===== config.mk =====
export PLATFORM = sky130hd
export DESIGN_NAME = query_text_tokenizer_top
export DESIGN_NICKNAME = d
export VERILOG_FILES = /design/src/rtl/qtt_pkg.sv /design/src/rtl/query_text_tokenizer_top.sv
export SDC_FILE = /design/constraint.sdc
export NUM_CORES = 1
export LEC_CHECK = 0
export ABC_AREA = 1
export ABC_CLOCK_PERIOD_IN_PS = 6800
export BUFFER_PORTS_ARGS = -buffer_cell sky130_fd_sc_hd__buf_2
export CORE_MARGIN = 10
export CORE_UTILIZATION = 35
export CTS_CLUSTER_DIAMETER = 80
export CTS_CLUSTER_SIZE = 30
export DETAILED_ROUTE_END_ITERATION = 6
export GPL_TIMING_DRIVEN = 0
export PLACE_DENSITY = 0.46
export REMOVE_ABC_BUFFERS = 1
export SYNTH_ARGS = -nofsm -noshare
export SYNTH_HDL_FRONTEND = slang
export SYNTH_SLANG_ARGS = --single-unit

===== constraint.sdc =====
create_clock -name clk -period 6.8 [get_ports clk]
set_input_delay 1.02 -clock clk [delete_from_list [all_inputs] [get_ports clk]]
set_output_delay 1.02 -clock clk [all_outputs]
set_load 0.05 [all_outputs]

===== src/rtl/qtt_pkg.sv =====
package qtt_pkg;

  localparam int POS_BITS_DEF    = 16;
  localparam int KW_MAX_LEN_DEF  = 6;
  localparam int KW_COUNT        = 8;
  localparam int LINE_BITS       = 16;

  // request codes
  localparam logic REQ_BYTE = 1'b0;
  localparam logic REQ_END  = 1'b1;

  // result item kinds
  localparam logic ITEM_TOKEN  = 1'b0;
  localparam logic ITEM_STATUS = 1'b1;

  // status codes
  localparam logic [1:0] ST_NONE     = 2'd0;
  localparam logic [1:0] ST_DONE     = 2'd1;
  localparam logic [1:0] ST_UNENDED  = 2'd2;
  localparam logic [1:0] ST_BAD_CHAR = 2'd3;

  // token kinds
  localparam logic [4:0] TK_IDENT   = 5'd0;
  localparam logic [4:0] TK_NUMBER  = 5'd1;
  localparam logic [4:0] TK_STRING  = 5'd2;
  localparam logic [4:0] TK_KW_BASE = 5'd3;
  localparam logic [4:0] TK_LPAREN  = 5'd11;
  localparam logic [4:0] TK_RPAREN  = 5'd12;
  localparam logic [4:0] TK_PLUS    = 5'd13;
  localparam logic [4:0] TK_MINUS   = 5'd14;
  localparam logic [4:0] TK_STAR    = 5'd15;
  localparam logic [4:0] TK_SLASH   = 5'd16;
  localparam logic [4:0] TK_COMMA   = 5'd17;
  localparam logic [4:0] TK_SEMI    = 5'd18;
  localparam logic [4:0] TK_EQUAL   = 5'd19;
  localparam logic [4:0] TK_GREATER = 5'd20;
  localparam logic [4:0] TK_LESS    = 5'd21;
  localparam logic [4:0] TK_GE      = 5'd22;
  localparam logic [4:0] TK_LE      = 5'd23;

  // characters
  localparam logic [7:0] CH_SPACE  = 8'h20;
  localparam logic [7:0] CH_QUOTE  = 8'h22;
  localparam logic [7:0] CH_LPAREN = 8'h28;
  localparam logic [7:0] CH_RPAREN = 8'h29;
  localparam logic [7:0] CH_STAR   = 8'h2A;
  localparam logic [7:0] CH_PLUS   = 8'h2B;
  localparam logic [7:0] CH_COMMA  = 8'h2C;
  localparam logic [7:0] CH_MINUS  = 8'h2D;
  localparam logic [7:0] CH_DOT    = 8'h2E;
  localparam logic [7:0] CH_SLASH  = 8'h2F;
  localparam logic [7:0] CH_SEMI   = 8'h3B;
  localparam logic [7:0] CH_LT     = 8'h3C;
  localparam logic [7:0] CH_EQUAL  = 8'h3D;
  localparam logic [7:0] CH_GT     = 8'h3E;
  localparam logic [7:0] CH_USCORE = 8'h5F;

  // keywords, first character in the low byte: and or not select from where ya na
  localparam logic [63:0] KW_WORD [KW_COUNT] = '{
    64'h0000_0000_0064_6E61,
    64'h0000_0000_0000_726F,
    64'h0000_0000_0074_6F6E,
    64'h0000_7463_656C_6573,
    64'h0000_0000_6D6F_7266,
    64'h0000_0065_7265_6877,
    64'h0000_0000_0000_6179,
    64'h0000_0000_0000_616E
  };
  localparam logic [3:0] KW_LEN [KW_COUNT] = '{
    4'd3, 4'd2, 4'd3, 4'd6, 4'd4, 4'd5, 4'd2, 4'd2
  };

  typedef struct packed {
    logic       req_type;
    logic [7:0] text_byte;
  } qtt_in_t;

  typedef struct packed {
    logic        item_kind;
    logic [4:0]  token_kind;
    logic [15:0] token_start;
    logic [15:0] token_length;
    logic [15:0] line_number;
    logic [1:0]  status_code;
    logic        last_of_run;
  } qtt_out_t;

endpackage


===== src/rtl/query_text_tokenizer_top.sv =====
// Byte-serial lexer for a small query language. Send one text byte per
// word (req_type 0) and close each text with an end word (req_type 1).
// Every finished token comes out as a token word with its kind, start
// offset, length and line; the end word gives one status word (done,
// unended statement or unexpected character) and returns the lexer to its
// reset state for the next text. A bad character halts the lexer: later
// text bytes give nothing until the end word. One input word is taken per
// cycle while in_stall is low: it lands in an input register, the lexer
// step is combinational between that register and a four-deep result
// queue, and the step advances whenever the queue has room for two
// results. A byte that closes one token and then completes a one-character
// token or raises an error yields two results, and the single result port
// then drains them at one per cycle while out_stall is low. A word passes
// through the input register and then the result queue on its way out.
module query_text_tokenizer_top
  import qtt_pkg::*;
#(
  parameter int POS_BITS        = POS_BITS_DEF,
  parameter int KEYWORD_MAX_LEN = KW_MAX_LEN_DEF
) (
  input  logic     clk,
  input  logic     rst_n,
  input  logic     in_valid,
  output logic     in_stall,
  input  qtt_in_t  in_data,
  output logic     out_valid,
  input  logic     out_stall,
  output qtt_out_t out_data
);

  localparam int WIN_BITS = 8 * KEYWORD_MAX_LEN;
  localparam logic [POS_BITS-1:0] POS_MAX = {POS_BITS{1'b1}};
  localparam logic [LINE_BITS-1:0] LINE_MAX = {LINE_BITS{1'b1}};

  typedef enum logic [2:0] {
    M_INIT   = 3'd0,
    M_IDENT  = 3'd1,
    M_NUMBER = 3'd2,
    M_STRING = 3'd3,
    M_LT     = 3'd4,
    M_GT     = 3'd5,
    M_HALT   = 3'd6
  } mode_t;

  // input register
  logic    in_valid_r;
  qtt_in_t in_data_r;

  // lexer state
  mode_t                mode_r,      mode_nxt;
  logic [POS_BITS-1:0]  pstart_r,    pstart_nxt;
  logic [POS_BITS-1:0]  plen_r,      plen_nxt;
  logic [WIN_BITS-1:0]  win_r,       win_nxt;
  logic                 dot_r,       dot_nxt;
  logic [LINE_BITS-1:0] line_r,      line_nxt;
  logic [POS_BITS-1:0]  offset_r,    offset_nxt;
  logic                 semi_r,      semi_nxt;

  // result queue
  qtt_out_t   q_mem_r [4];
  logic [1:0] q_wr_r, q_rd_r;
  logic [2:0] q_cnt_r, q_cnt_nxt;

  logic       advance;
  logic       pop;
  logic [7:0] b;
  logic       is_alpha, is_digit;
  logic [POS_BITS-1:0] pos_inc, plen_inc;

  // fresh-token action of a byte, as lexed from the initial mode
  logic                ia_tok, ia_err, ia_begin;
  logic [4:0]          ia_kind;
  mode_t               ia_mode;
  logic [POS_BITS-1:0] ia_pstart, ia_plen;
  logic [WIN_BITS-1:0] ia_win;
  qtt_out_t            ia_res;

  logic [4:0] ident_kind;

  // step results
  logic     pre_v, pre_tok, use_ia;
  qtt_out_t pre_res;
  logic     v0, v1;
  qtt_out_t r0, r1;
  logic     ia_semi;

  function automatic qtt_out_t make_tok(logic [4:0] kind, logic [POS_BITS-1:0] start,
                                        logic [POS_BITS-1:0] len,
                                        logic [LINE_BITS-1:0] line);
    qtt_out_t r;
    r.item_kind    = ITEM_TOKEN;
    r.token_kind   = kind;
    r.token_start  = 16'(start);
    r.token_length = 16'(len);
    r.line_number  = line;
    r.status_code  = ST_NONE;
    r.last_of_run  = 1'b0;
    return r;
  endfunction

  function automatic qtt_out_t make_stat(logic [1:0] code, logic [LINE_BITS-1:0] line);
    qtt_out_t r;
    r.item_kind    = ITEM_STATUS;
    r.token_kind   = TK_IDENT;
    r.token_start  = '0;
    r.token_length = '0;
    r.line_number  = line;
    r.status_code  = code;
    r.last_of_run  = 1'b0;
    return r;
  endfunction

  // advance the step only when the queue can take two results
  assign advance  = in_valid_r && (q_cnt_r <= 3'd2);
  assign in_stall = in_valid_r && !advance;
  assign pop      = out_valid && !out_stall;
  assign out_valid = (q_cnt_r != 3'd0);
  assign out_data  = q_mem_r[q_rd_r];

  assign b        = in_data_r.text_byte;
  assign is_alpha = ((b >= 8'h61) && (b <= 8'h7A)) || ((b >= 8'h41) && (b <= 8'h5A));
  assign is_digit = (b >= 8'h30) && (b <= 8'h39);
  assign pos_inc  = (offset_r == POS_MAX) ? offset_r : offset_r + 1'b1;
  assign plen_inc = (plen_r == POS_MAX) ? plen_r : plen_r + 1'b1;

  // initial-mode decode of the byte at the current offset
  always_comb begin
    ia_tok    = 1'b0;
    ia_err    = 1'b0;
    ia_begin  = 1'b0;
    ia_kind   = TK_IDENT;
    ia_mode   = M_INIT;
    ia_pstart = offset_r;
    ia_plen   = '0;
    ia_win    = '0;
    if (b == CH_SPACE) begin
      ia_mode = M_INIT;
    end else if (is_alpha) begin
      ia_mode  = M_IDENT;
      ia_begin = 1'b1;
      ia_plen  = POS_BITS'(1);
      ia_win   = WIN_BITS'(b);
    end else if (is_digit) begin
      ia_mode  = M_NUMBER;
      ia_begin = 1'b1;
      ia_plen  = POS_BITS'(1);
    end else begin
      unique case (b)
        CH_QUOTE: begin
          ia_mode   = M_STRING;
          ia_begin  = 1'b1;
          ia_pstart = pos_inc;
        end
        CH_LT: begin
          ia_mode  = M_LT;
          ia_begin = 1'b1;
          ia_plen  = POS_BITS'(1);
        end
        CH_GT: begin
          ia_mode  = M_GT;
          ia_begin = 1'b1;
          ia_plen  = POS_BITS'(1);
        end
        CH_LPAREN: begin ia_tok = 1'b1; ia_kind = TK_LPAREN; end
        CH_RPAREN: begin ia_tok = 1'b1; ia_kind = TK_RPAREN; end
        CH_PLUS:   begin ia_tok = 1'b1; ia_kind = TK_PLUS;   end
        CH_MINUS:  begin ia_tok = 1'b1; ia_kind = TK_MINUS;  end
        CH_STAR:   begin ia_tok = 1'b1; ia_kind = TK_STAR;   end
        CH_SLASH:  begin ia_tok = 1'b1; ia_kind = TK_SLASH;  end
        CH_COMMA:  begin ia_tok = 1'b1; ia_kind = TK_COMMA;  end
        CH_SEMI:   begin ia_tok = 1'b1; ia_kind = TK_SEMI;   end
        CH_EQUAL:  begin ia_tok = 1'b1; ia_kind = TK_EQUAL;  end
        default: begin
          ia_err  = 1'b1;
          ia_mode = M_HALT;
        end
      endcase
    end
    ia_res = ia_err ? make_stat(ST_BAD_CHAR, line_r)
                    : make_tok(ia_kind, offset_r, POS_BITS'(1), line_r);
  end

  // keyword match on the collected window: one compare per keyword
  always_comb begin
    ident_kind = TK_IDENT;
    if (plen_r <= POS_BITS'(KEYWORD_MAX_LEN)) begin
      for (int i = 0; i < KW_COUNT; i++) begin
        if ((plen_r == POS_BITS'(KW_LEN[i])) && (win_r == WIN_BITS'(KW_WORD[i]))) begin
          ident_kind = TK_KW_BASE + 5'(i);
        end
      end
    end
  end

  // one lexer step
  always_comb begin
    mode_nxt   = mode_r;
    pstart_nxt = pstart_r;
    plen_nxt   = plen_r;
    win_nxt    = win_r;
    dot_nxt    = dot_r;
    line_nxt   = line_r;
    offset_nxt = offset_r;
    semi_nxt   = semi_r;
    pre_v      = 1'b0;
    pre_tok    = 1'b0;
    pre_res    = make_tok(TK_IDENT, pstart_r, plen_r, line_r);
    use_ia     = 1'b0;
    v0         = 1'b0;
    v1         = 1'b0;
    r0         = pre_res;
    r1         = ia_res;
    ia_semi    = 1'b0;

    if (in_data_r.req_type == REQ_END) begin
      unique case (mode_r)
        M_INIT:                                  r0 = make_stat(semi_r ? ST_DONE : ST_UNENDED,
                                                                line_r);
        M_IDENT, M_NUMBER, M_STRING, M_LT, M_GT: r0 = make_stat(ST_UNENDED, line_r);
        default:                                 r0 = make_stat(ST_BAD_CHAR, line_r);
      endcase
      v0         = 1'b1;
      mode_nxt   = M_INIT;
      pstart_nxt = '0;
      plen_nxt   = '0;
      win_nxt    = '0;
      dot_nxt    = 1'b0;
      line_nxt   = LINE_BITS'(1);
      offset_nxt = '0;
      semi_nxt   = 1'b0;
    end else begin
      offset_nxt = pos_inc;
      unique case (mode_r)
        M_INIT: use_ia = 1'b1;
        M_IDENT: begin
          if (is_alpha || is_digit || (b == CH_USCORE)) begin
            for (int j = 0; j < KEYWORD_MAX_LEN; j++) begin
              if (plen_r == POS_BITS'(j)) win_nxt[8*j +: 8] = b;
            end
            plen_nxt = plen_inc;
          end else begin
            pre_v   = 1'b1;
            pre_tok = 1'b1;
            pre_res = make_tok(ident_kind, pstart_r, plen_r, line_r);
            use_ia  = 1'b1;
          end
        end
        M_NUMBER: begin
          if (is_digit) begin
            plen_nxt = plen_inc;
          end else if (b == CH_DOT) begin
            if (dot_r) begin
              pre_v    = 1'b1;
              pre_res  = make_stat(ST_BAD_CHAR, line_r);
              mode_nxt = M_HALT;
            end else begin
              dot_nxt  = 1'b1;
              plen_nxt = plen_inc;
            end
          end else if (is_alpha) begin
            pre_v    = 1'b1;
            pre_res  = make_stat(ST_BAD_CHAR, line_r);
            mode_nxt = M_HALT;
          end else begin
            pre_v   = 1'b1;
            pre_tok = 1'b1;
            pre_res = make_tok(TK_NUMBER, pstart_r, plen_r, line_r);
            use_ia  = 1'b1;
          end
        end
        M_STRING: begin
          if (b == CH_QUOTE) begin
            pre_v    = 1'b1;
            pre_tok  = 1'b1;
            pre_res  = make_tok(TK_STRING, pstart_r, plen_r, line_r);
            mode_nxt = M_INIT;
          end else begin
            plen_nxt = plen_inc;
          end
        end
        M_LT, M_GT: begin
          pre_v   = 1'b1;
          pre_tok = 1'b1;
          if (b == CH_EQUAL) begin
            pre_res  = make_tok((mode_r == M_LT) ? TK_LE : TK_GE, pstart_r,
                                POS_BITS'(2), line_r);
            mode_nxt = M_INIT;
          end else begin
            // close the single-character compare, then lex the byte afresh
            pre_res = make_tok((mode_r == M_LT) ? TK_LESS : TK_GREATER, pstart_r,
                               plen_r, line_r);
            use_ia  = 1'b1;
          end
        end
        default: ;
      endcase

      if (use_ia) begin
        mode_nxt = ia_mode;
        if (ia_begin) begin
          pstart_nxt = ia_pstart;
          plen_nxt   = ia_plen;
          win_nxt    = ia_win;
          dot_nxt    = 1'b0;
        end
      end
      ia_semi = use_ia && ia_tok && (ia_kind == TK_SEMI);
      if (pre_tok || (use_ia && ia_tok)) semi_nxt = ia_semi;
      if (ia_semi && (line_r != LINE_MAX)) line_nxt = line_r + 1'b1;

      // pack results: the mode's own result first, then the fresh one
      if (pre_v) begin
        v0 = 1'b1;
        r0 = pre_res;
        v1 = use_ia && (ia_tok || ia_err);
        r1 = ia_res;
      end else if (use_ia && (ia_tok || ia_err)) begin
        v0 = 1'b1;
        r0 = ia_res;
      end
    end
    r0.last_of_run = !v1;
    r1.last_of_run = 1'b1;
  end

  always_comb begin
    q_cnt_nxt = q_cnt_r - {2'b00, pop};
    if (advance) q_cnt_nxt = q_cnt_nxt + {2'b00, v0} + {2'b00, v1};
  end

  always_ff @(posedge clk) begin
    if (!rst_n) begin
      in_valid_r <= 1'b0;
      mode_r     <= M_INIT;
      pstart_r   <= '0;
      plen_r     <= '0;
      win_r      <= '0;
      dot_r      <= 1'b0;
      line_r     <= LINE_BITS'(1);
      offset_r   <= '0;
      semi_r     <= 1'b0;
      q_wr_r     <= '0;
      q_rd_r     <= '0;
      q_cnt_r    <= '0;
    end else begin
      // take a new word whenever the input register is empty or moving on
      if (!in_valid_r || advance) begin
        in_valid_r <= in_valid;
        if (in_valid) in_data_r <= in_data;
      end
      if (advance) begin
        mode_r   <= mode_nxt;
        pstart_r <= pstart_nxt;
        plen_r   <= plen_nxt;
        win_r    <= win_nxt;
        dot_r    <= dot_nxt;
        line_r   <= line_nxt;
        offset_r <= offset_nxt;
        semi_r   <= semi_nxt;
        if (v0) q_mem_r[q_wr_r] <= r0;
        if (v1) q_mem_r[q_wr_r + 2'd1] <= r1;
        q_wr_r <= q_wr_r + {1'b0, v0} + {1'b0, v1};
      end
      if (pop) q_rd_r <= q_rd_r + 2'd1;
      q_cnt_r <= q_cnt_nxt;
    end
  end

endmodule


# Yosys cells after proc, flatten, opt, wreduce, memory -nomap -nowiden
# Memory sizes are Yosys's and may differ from the RTL's. A register that Yosys moved wholly into a read port is not among the register bits.
# Index checks and enable logic that the tools add are counted.
dict set report word_totals {
  mem_bits_rw 228
  inputBits 13
  output_inout_bits 59
  n_memories 1
  word_cells 254
  regBits 134
}
# memory depth width rd rd_ports_with_merged_regs write_ports line
set memory_table {}
lappend memory_table {q_mem_r 4 57 1 1 2 query_text_tokenizer_top.sv:60} ;# qtt_out_t q_mem_r [4];
dict set report classes {
  n_eq_ne 43
  n_addsub 10
  n_reduce_logical 47
  muxes 131
  magnitude_cmp 8
}
# op count
set op_table {}
lappend op_table {{57-bit two-way mux} 8}
lappend op_table {{16-bit two-way mux} 20}
lappend op_table {{48-bit two-way mux} 5}
lappend op_table {{57-bit one-hot mux with 4 select lines} 1}
lappend op_table {{48-bit by 15-bit equality test with 1-bit output (second input constant)} 3}
lappend op_table {{8-bit by 6-bit equality test with 1-bit output (second input constant)} 14}
lappend op_table {{53-bit two-way mux} 2}
lappend op_table {{48-bit by 23-bit equality test with 1-bit output (second input constant)} 2}
lappend op_table {{8-bit two-way mux} 8}
lappend op_table {{56-bit two-way mux} 1}
lappend op_table {{5-bit two-way mux} 11}
lappend op_table {{1-bit two-way mux} 51}
lappend op_table {{16-bit by 1-bit adder with 16-bit output (second input constant)} 3}
lappend op_table {{16-bit by 3-bit equality test with 1-bit output (second input constant)} 3}
lappend op_table {{48-bit by 31-bit equality test with 1-bit output (second input constant)} 1}
lappend op_table {{48-bit by 39-bit equality test with 1-bit output (second input constant)} 1}
lappend op_table {{48-bit by 47-bit equality test with 1-bit output (second input constant)} 1}
lappend op_table {{16-bit one-hot mux with 3 select lines} 1}
lappend op_table {{5-bit one-hot mux with 9 select lines} 1}
lappend op_table {{3-bit two-way mux} 12}
lappend op_table {{16-bit equality test (second input constant)} 2}
lappend op_table {{16-bit by 2-bit equality test with 1-bit output (second input constant)} 2}
lappend op_table {{1-bit logical AND} 18}
lappend op_table {{16-bit by 1-bit equality test with 1-bit output (second input constant)} 1}
lappend op_table {{38 further kinds} 67}

# Logic depth before layout (Yosys ltp)
dict set report logic_depth {
  depth_word 16
  depth_mapped 20
  ltp_nobuf 17
}

# Worst setup path after synthesis
# Ideal clock, no wire load.
dict set report synth_path {
  path_type {input port to flip-flop}
  start {in rst_n}
  end {mem q_mem_r[3][9] (netlist bit), data pin}
  path_stages 8
  required_time_ps 6661
  setup_time_ps 139
  path_slack_ps 3395
  n_path_buf 2
  t_arrival_ps 3267
  cell_sequence {buf_2 > inv_2 > nor2_2 > nand3_2 > nand2_1 > inv_2 > buf_4 > nor2_1}
}
# element line
set synth_rtl {}
lappend synth_rtl {{start, declared} query_text_tokenizer_top.sv:22} ;# input logic rst_n,
lappend synth_rtl {{end, declared} query_text_tokenizer_top.sv:60}

==> impl_metrics.tcl <==
set metrics [dict create \
    status "finished clean" \
    drive_above_1_share 0.07828 \
    std_cell_rows 85 \
    multiInputGateArea_um2 8841 \
    seq_area_frac_synth 0.4684 \
    layout.nets 2610 \
    grt_max_degree 81 \
    gr-total-overflow 0 \
    fin_skew_ps 25.21 \
    post-route-period-util 0.8972 \
    synthTopCellsByArea "edfxtp_1 (27%), dfxtp_1 (20%), nand2_1 (13%)" \
    slew_headroom 0.08605 \
    finalSetupTns_ps 0 \
    hold_violations 0 \
    ctsHoldBuffers 0 \
    synthMuxAreaShare 0 \
    grt_pass1_wl_um 96990 \
    synthXorXnorAreaFrac 0.008642 \
    ir_drop_v 0.0002596 \
    fp.dieH_um 254.6 \
    viasPerCell 5.349 \
    setup_viol 0 \
    io_buffers 71 \
    routedWlPerCell_um 18.95 \
    clockBufferDepth 3 \
    yosysTopAreaCell "edfxtp_1" \
    final_common_cell "nand2_1" \
    synth_area_per_cell_um2 7.361 \
    ys_warn_count 0 \
    syn2layout_area_growth_pct 9.506 \
    wirelength_um 62570 \
    place_area_um2 20080 \
    drv_slew 0 \
    grt_usage 0.1886 \
    syn_inst 2616 \
    cp_max_fo 42 \
    p_leak_uw 0.008351 \
    ys.flop_type "dfxtp_1" \
    via_count 17660 \
    synth_cell_type_count 43 \
    cts_sinks 364 \
    required_ps 7250 \
    worstSetupStartpointType "flop" \
    critPathCaptureType "flop" \
    root_buffer "clkbuf_16" \
    route.detailed.drc 0 \
    drv_cap 0 \
    synth_top_area_frac 0.2698 \
    cts_tree "done" \
    first_pass_iters 7 \
    final_cell_mix "nand2_1 (676), nor2_1 (375), nand3_1 (242), o21ai_0 (240), dfxtp_1 (189)" \
    drt_iter0_markers 1286 \
    fin_area_um2 21090 \
    synthesis.area_um2 19260 \
    hpwlAfterDp_um 41010 \
    drt.antenna.violating_nets 0 \
    hold_path_class "flop to flop" \
    cts-htree-levels 1 \
    clk_pin_slew_ps 100 \
    grt_pass1_vias 16860 \
    die_width_um 254.6 \
    place_congestion 0.8902 \
    ys_ff_latch 364 \
    dp.cells 3251 \
    grt_setup_unrepaired "no" \
    cp.arrival_ps 6550 \
    yosys.area_share.simple 0.3154 \
    synthAdderAreaFrac 0.007927 \
    critPathKind "flop to flop" \
    antenna_found_initial 1 \
    initial_core_util 0.3557 \
    fmax_ghz 0.1639 \
    async_flop_share 0 \
    diodes 0 \
    power_density_nw_per_um2 280.5 \
    clk_latency_ps 600 \
    numCtsBuffers 26 \
    synth_edf_count 173 \
    synth-compound-area-share 0.1241 \
    io_pins 72 \
    fin_cells 3302 \
    core-area_um2 54130 \
    tightestPinTransition_ps 1371 \
    design.die.area_um2 64800 \
    finalCriticalPeriod_ps 6101 \
    register_area_um2 9026 \
    n_fill_cell 5710 \
    synth_top_family_by_area "simple AND/OR/NAND/NOR gates" \
]
## synthesized netlist by cell type (9+ instances only)
| master | n |
|---|---|
| xor2_1 | 18 |
| nor2_1 | 377 |
| clkbuf_1 | 78 |
| nand4_1 | 55 |
| nand3_1 | 242 |
| o22ai_1 | 104 |
| buf_4 | 15 |
| edfxtp_1 | 173 |
| nor3_1 | 30 |
| o211ai_1 | 9 |
| inv_2 | 23 |
| nand2_1 | 681 |
| ha_1 | 9 |
| nand3_2 | 9 |
| inv_1 | 177 |
| nand2_2 | 11 |
| o21ai_0 | 240 |
| buf_2 | 38 |
| dfxtp_1 | 191 |
| a21oi_1 | 75 |
## sequential cells by signal (all words and copies together), names as in the netlist, named ones only
register and flops:
b 8, dot_r 1, in_data_r 1, in_valid_r 1
line_r 16, mode_r 3, offset_r 16, plen_r 16
pstart_r 16, q_cnt_r 3, q_mem_r 228, q_rd_r 2
q_wr_r 2, semi_r 1, win_r 48
## layout make-up
| type | count | area share |
|---|---|---|
| clock buffer | 28 | 0.03121 |
| multi-input combinational | 1907 | 0.4193 |
| timing repair buffer | 84 | 0.02973 |
| sequential | 364 | 0.4281 |
| inverter | 203 | 0.03625 |
| clock inverter | 20 | 0.01418 |
| tap | 696 | 0.04130 |
## stage by stage
| stage | hold slack, ps | worst slack, ps | total power [µW] | utilization |
|---|---|---|---|---|
| floorplan | 428.6 | 1386 | 3633 | - |
| global placement | 440.8 | -2841 | 4171 | 0.3656 |
| detailed placement | 446.1 | -260.8 | 4198 | 0.3709 |
| CTS | 463.8 | 314.5 | 5972 | 0.3888 |
| global route | 484.3 | 364.2 | 6195 | 0.3895 |
| finish | 458.9 | 699.0 | 5916 | 0.3895 |
## worst max-delay path, stage by stage (launching register included)
cell,delay [ps]
edfxtp_1,700
inv_2,130
nand2_1,130
nor2_4,100
nand3_1,770
inv_2,340
nor2_1,260
nand3_1,230
nand2_1,170
nand2_1,110
nor2_4,820
nand3_2,760
nand2_4,820
inv_2,350
nor2_1,180
## layer usage
metal	GRT usage	routed length, µm
met1	0.2445	28210
met2	0.3326	30520
met3	0.01883	2584
met4	0.04318	1254
met5	0	0
## power breakdown
| group | total, µW | internal (µW) | switching, µW |
|---|---|---|---|
| clock | 1780 | 794 | 987 |
| sequential | 2440 | 2350 | 92.8 |
| combinational | 1690 | 367 | 1320 |
| total | 5920 | 3510 | 2400 |
## worst paths after layout
path / from / slack (ps) / cells after the start / end
setup / recovery: b[4]$_DFFE_PP_ / 700 / 14 / q_mem_r[0][18]$_DFFE_PP_
hold / removal: q_rd_r[1]$_SDFFE_PN0P_ / 460 / 2 / flop
setup reg to reg: b[4]$_DFFE_PP_ / 700 / 14 / q_mem_r[0][18]$_DFFE_PP_
hold reg to reg: q_rd_r[1]$_SDFFE_PN0P_ / 460 / 2 / flop
## repair_timing
action | 4_1_cts | 5_1_grt
resized for setup | 3 | 1
pin swaps | 2 | 1
setup endpoints to repair | 78 | 32
endpoints found under the hold margin | 0 | 0
cloned | 0 | 1
buffers inserted | 0 | 0
## cells by family (layout without fill, tap and decap cells)
| family | after synthesis | after routing |
|---|---|---|
| AO/OA/AOI/OAI | 443 | 443 |
| buffers and inverters | 346 | 335 |
| adder cells (fa/ha/maj) | 11 | 11 |
| AND/OR/NAND/NOR | 1433 | 1434 |
| XOR/XNOR | 19 | 19 |
| flip-flops | 364 | 364 |
Note: power is estimated with default switching activity, not from simulation.
